[src/rtl/fmti_locate.sv]
// ----------------------------------------------------------------------------
// Axis locator
// Registered (pos - corner) * inv_step, giving cell index, weight and in-grid.
// ----------------------------------------------------------------------------
module fmti_locate (
   input  logic        clock,
   input  logic [31:0] pos,
   input  logic [31:0] corner,
   input  logic [31:0] inv_step,
   input  logic [8:0]  limit,
   output logic [7:0]  idx,
   output logic [15:0] frac,
   output logic        in_grid
);

   logic signed [32:0] diff;
   logic [32:0]        mag_in, mag_ff;
   logic               neg_in, neg_ff;
   logic [64:0]        prod;

   assign diff = 33'(signed'(pos)) - 33'(signed'(corner));
   assign neg_in = diff[32];
   assign mag_in = neg_in ? 33'(-diff) : 33'(diff);

   // Magnitude registered before the 33x32 product.
   always_ff @(posedge clock) begin
      mag_ff <= mag_in;
      neg_ff <= neg_in;
   end

   assign prod = 65'(mag_ff) * 65'(inv_step);
   assign idx = prod[47:40];
   assign frac = prod[39:24];
   assign in_grid = !(neg_ff && prod != 65'd0) && (prod[64:40] <= 25'(limit));

endmodule

[config.mk]
export PLATFORM = sky130hd
export DESIGN_NAME = fmti_locate
export DESIGN_NICKNAME = d
export VERILOG_FILES = /design/src/rtl/fmti_locate.sv
export SDC_FILE = /design/constraint.sdc
export NUM_CORES = 2
export LEC_CHECK = 0
export BUFFER_PORTS_ARGS = -buffer_cell sky130_fd_sc_hd__buf_2
export CAP_MARGIN = 20
export CORE_MARGIN = 4
export CORE_UTILIZATION = 35
export DETAILED_ROUTE_END_ITERATION = 8
export SYNTH_ARGS = -nofsm -noshare
export SYNTH_HDL_FRONTEND = slang
export SYNTH_SLANG_ARGS = --single-unit
[constraint.sdc]
create_clock -name clock -period 13 [get_ports clock]
set_input_delay 0 -clock clock [delete_from_list [all_inputs] [get_ports clock]]
set_output_delay 0 -clock clock [all_outputs]
set_load 0.01 [all_outputs]
==> results.txt <==
----------------------------------------------------
[Critical path]
  Type of element capturing the critical path ... primary output
  Cell repeated most along the worst path ... sky130_fd_sc_hd__fa_1
  Critical path's slowest cell ... sky130_fd_sc_hd__nor4_1
  Worst Path Class, Setup ... flop to primary output
  Type of origin of the critical path ... flop
  Worst endpoint required time ... about 13 ns
  Data arrival time of the critical path ... between 10 and 15 ns
  Maximum fanout encountered on the critical timing path ... 20
  Critical Path Max Stage Delay ... 0.81 ns

[Finish]
  Nets@finish ... between 5k and 6k
  Count of non-filler cells in the finished layout ... roughly 5.8k
  Fraction of final layout cells with drive strength greater than 1 ... about 5%
  Area grow syn2layout ... 5.04%
  Final core utilization ... between 30% and 40%

[Detailed routing]
  Routed wire per std cell ... just under 20 microns
  Count of unresolved DRC violations after routing ... 0
  Number of routed nets with antenna violations ... 0
  Total wirelength of the detailed-routed design ... 112000 microns
  Total number of vias ... roughly 29k
  Initial detailed-routing violation count ... between 1.5k and 2k
  TritonRoute pass-1 iters ... 6
  Number of vias per cell after detailed routing ... about 5

[GRT]
  Largest net degree at the start of global routing ... 34
  Vias in the first global route ... between 30k and 40k
  Wire length of the first global-routing pass ... approximately 180000 microns
  Initial antenna violation count ... 6
  Overall global routing resource usage ... 19.8%
  Leftover overflow at the end of global routing ... 0

[Clocking]
  Clock transition at the register clock pins on the worst setup and hold paths after CTS ... 0.08 ns
  Buffer count from post-CTS setup fixing ... 0
  TritonCTS Buffers ... 5
  Clock root buffer ... sky130_fd_sc_hd__clkbuf_16
  Resized cells post-CTS ... 0
  Buffer levels on the longest clock path ... 2
  Clock tree from TritonCTS ... yes
  Number of clock sinks ... 34
  Level count of the clock H-tree ... 2
  Number of hold-repair buffers added at the cts stage ... 0

[STA]
  Post-route clock period utilization ... 82.9%
  Achievable Freq ... approximately 93 MHz
  Final worst-path setup slack ... around 2.2 ns
  Clock period minus final worst setup slack ... between 10 and 15 ns
  Final-report setup violation count ... 0
  Normalized max-slew margin ... 28.6%
  Number of hold violations in the final report ... 0
  Final max-slew violation count ... 0
  Total Negative Setup Slacks ... 0 ns
  Slew at the pin closest to its max-slew limit ... between 1 and 1.5 ns
  RSZ-0062 raised after global routing ... false

[Placement]
  Setup WS pre-CTS ... approximately 2.6 ns
  Port Buffer Count ... 130
  Cells after DPL ... between 5k and 6k
  Placed wire-length estimate after detailed placement ... roughly 89000 microns
  Final weighted congestion of routability-driven global placement ... between 0.9 and 1

[Synthesis]
  Synth Cell Area ... 38600 sq um
  Synthesized area per cell ... 8.79 sq um
  Sequential element share of the synthesized area ... between 1.5 and 2%
  Syn Inst Count ... 4394
  Synthesis warning total ... 0
  Number of synthesized register bits ... 34
  Number of synthesized flops with an enable pin ... 0
  Synthesized netlist net count ... approximately 5.7k
  Fraction of registers with async set or reset after synthesis ... 0%
  Most common flop cell mapped by yosys ... sky130_fd_sc_hd__dfxtp_1
  Post-synthesis cell type count ... roughly 90

[Floorplanning]
  Floorplan row count ... 121
  Initial standard-cell utilization of the core ... a little over a third
  Horizontal die dimension ... 340 microns
  Boundary Pins ... ~130
  Core ar. ... ~110000 sq um
  Die footprint ... roughly 120000 sq um
  Die height ... around 340 microns

[Worst hold path]
  Class of the most critical hold timing path ... primary input to flop

[Flow run]
  Number of max-cap violations ... 0

[Status]
  Outcome ... finished clean

----------------------------------------------------
[stage by stage]
stage,hold WS (ns),instance area (sq um)
floorplan,0.219,38600
global placement,0.369,40400
detailed placement,0.359,40400
CTS,0.0329,40500
global route,0.0672,40600
finish,0.0294,40600
[registers in the layout (all words and copies together) (netlist names)]
name,flops
mag_ff,33
neg_ff,1
[layout by cell type, fill, tap and decap left out, types with 32 or more instances in the layout]
cell	netlist	routed
sky130_fd_sc_hd__a21o_1	43	43
sky130_fd_sc_hd__a21oi_1	119	119
sky130_fd_sc_hd__and2_1	652	652
sky130_fd_sc_hd__buf_2	4	130
sky130_fd_sc_hd__buf_4	0	33
sky130_fd_sc_hd__fa_1	927	927
sky130_fd_sc_hd__ha_1	306	306
sky130_fd_sc_hd__inv_1	978	978
sky130_fd_sc_hd__nand2_1	496	496
sky130_fd_sc_hd__nand4_1	37	37
sky130_fd_sc_hd__nor2_1	78	78
sky130_fd_sc_hd__o21ai_0	69	69
sky130_fd_sc_hd__xnor2_1	72	72
sky130_fd_sc_hd__xor2_1	32	32
[cells by family (layout without fill, tap and decap cells)]
group	after synthesis	in the layout	share of synthesized area, %
DFF	34	34	1.76
adders and majority gates	1233	1233	58.0
AOI/OAI and AO/OA	405	405	6.93
buffers and inverters	1223	1148	12.0
muxes	3	3	0.0810
xor gates and xnor gates	104	104	2.36
other	0	3	0
and+or+nand+nor	1392	1392	18.9
[worst max-delay path: cells and delay by family (launching register included)]
family	cells	cell delay, ns
AND/OR/NAND/NOR	7	2.26
flip-flops	1	0.75
AO/OA/AOI/OAI	8	1.53
XOR/XNOR	1	0.30
buffers and inverters	6	0.94
adder cells (fa/ha/maj)	10	4.65
[layer usage]
| layer | vias to the layer above | wire length (microns) | GRT usage (%) |
|---|---|---|---|
| met2 | 823 | 56200 | 34.9 |
| met4 | 2 | 3770 | 5.83 |
| li1 | 12900 | - | - |
| met5 | - | 13 | 0 |
| met3 | 171 | 5590 | 2.07 |
| met1 | 15400 | 46800 | 25.8 |
[path summary, 6_finish.rpt]
check                from                 to  cells after the start
max    mag_ff[22]$_DFF_P_            in_grid                     32
min             corner[0]  mag_ff[0]$_DFF_P_                      3
[layout make-up]
cell class | count | area [sq um]
timing repair buffer | 163 | 898
clock buffer | 5 | 125
antenna | 3 | 7.51
tap | 1476 | 1850
inverter | 978 | 3670
multi-input combinational | 3137 | 33300
fill | 11200 | 68600
sequential | 34 | 696
clock inverter | 2 | 10.0
[Yosys cell counts, types with 22 or more instances]
library cell	instances	share of area, %
sky130_fd_sc_hd__inv_1	978	9.5
sky130_fd_sc_hd__fa_1	927	48
sky130_fd_sc_hd__and2_1	652	11
sky130_fd_sc_hd__nand2_1	496	4.8
sky130_fd_sc_hd__ha_1	306	9.9
sky130_fd_sc_hd__clkbuf_1	234	2.3
sky130_fd_sc_hd__a21oi_1	119	1.5
sky130_fd_sc_hd__nor2_1	78	0.76
sky130_fd_sc_hd__xnor2_1	72	1.6
sky130_fd_sc_hd__o21ai_0	69	0.89
sky130_fd_sc_hd__a21o_1	43	0.84
sky130_fd_sc_hd__nand4_1	37	0.60
sky130_fd_sc_hd__dfxtp_1	34	1.8
sky130_fd_sc_hd__xor2_1	32	0.73
sky130_fd_sc_hd__a211oi_1	24	0.47
sky130_fd_sc_hd__nand3_1	22	0.29
Power is left out: the tool's default activity adds up to more than one toggle a clock period on the data nets, which glitch-free logic cannot reach.
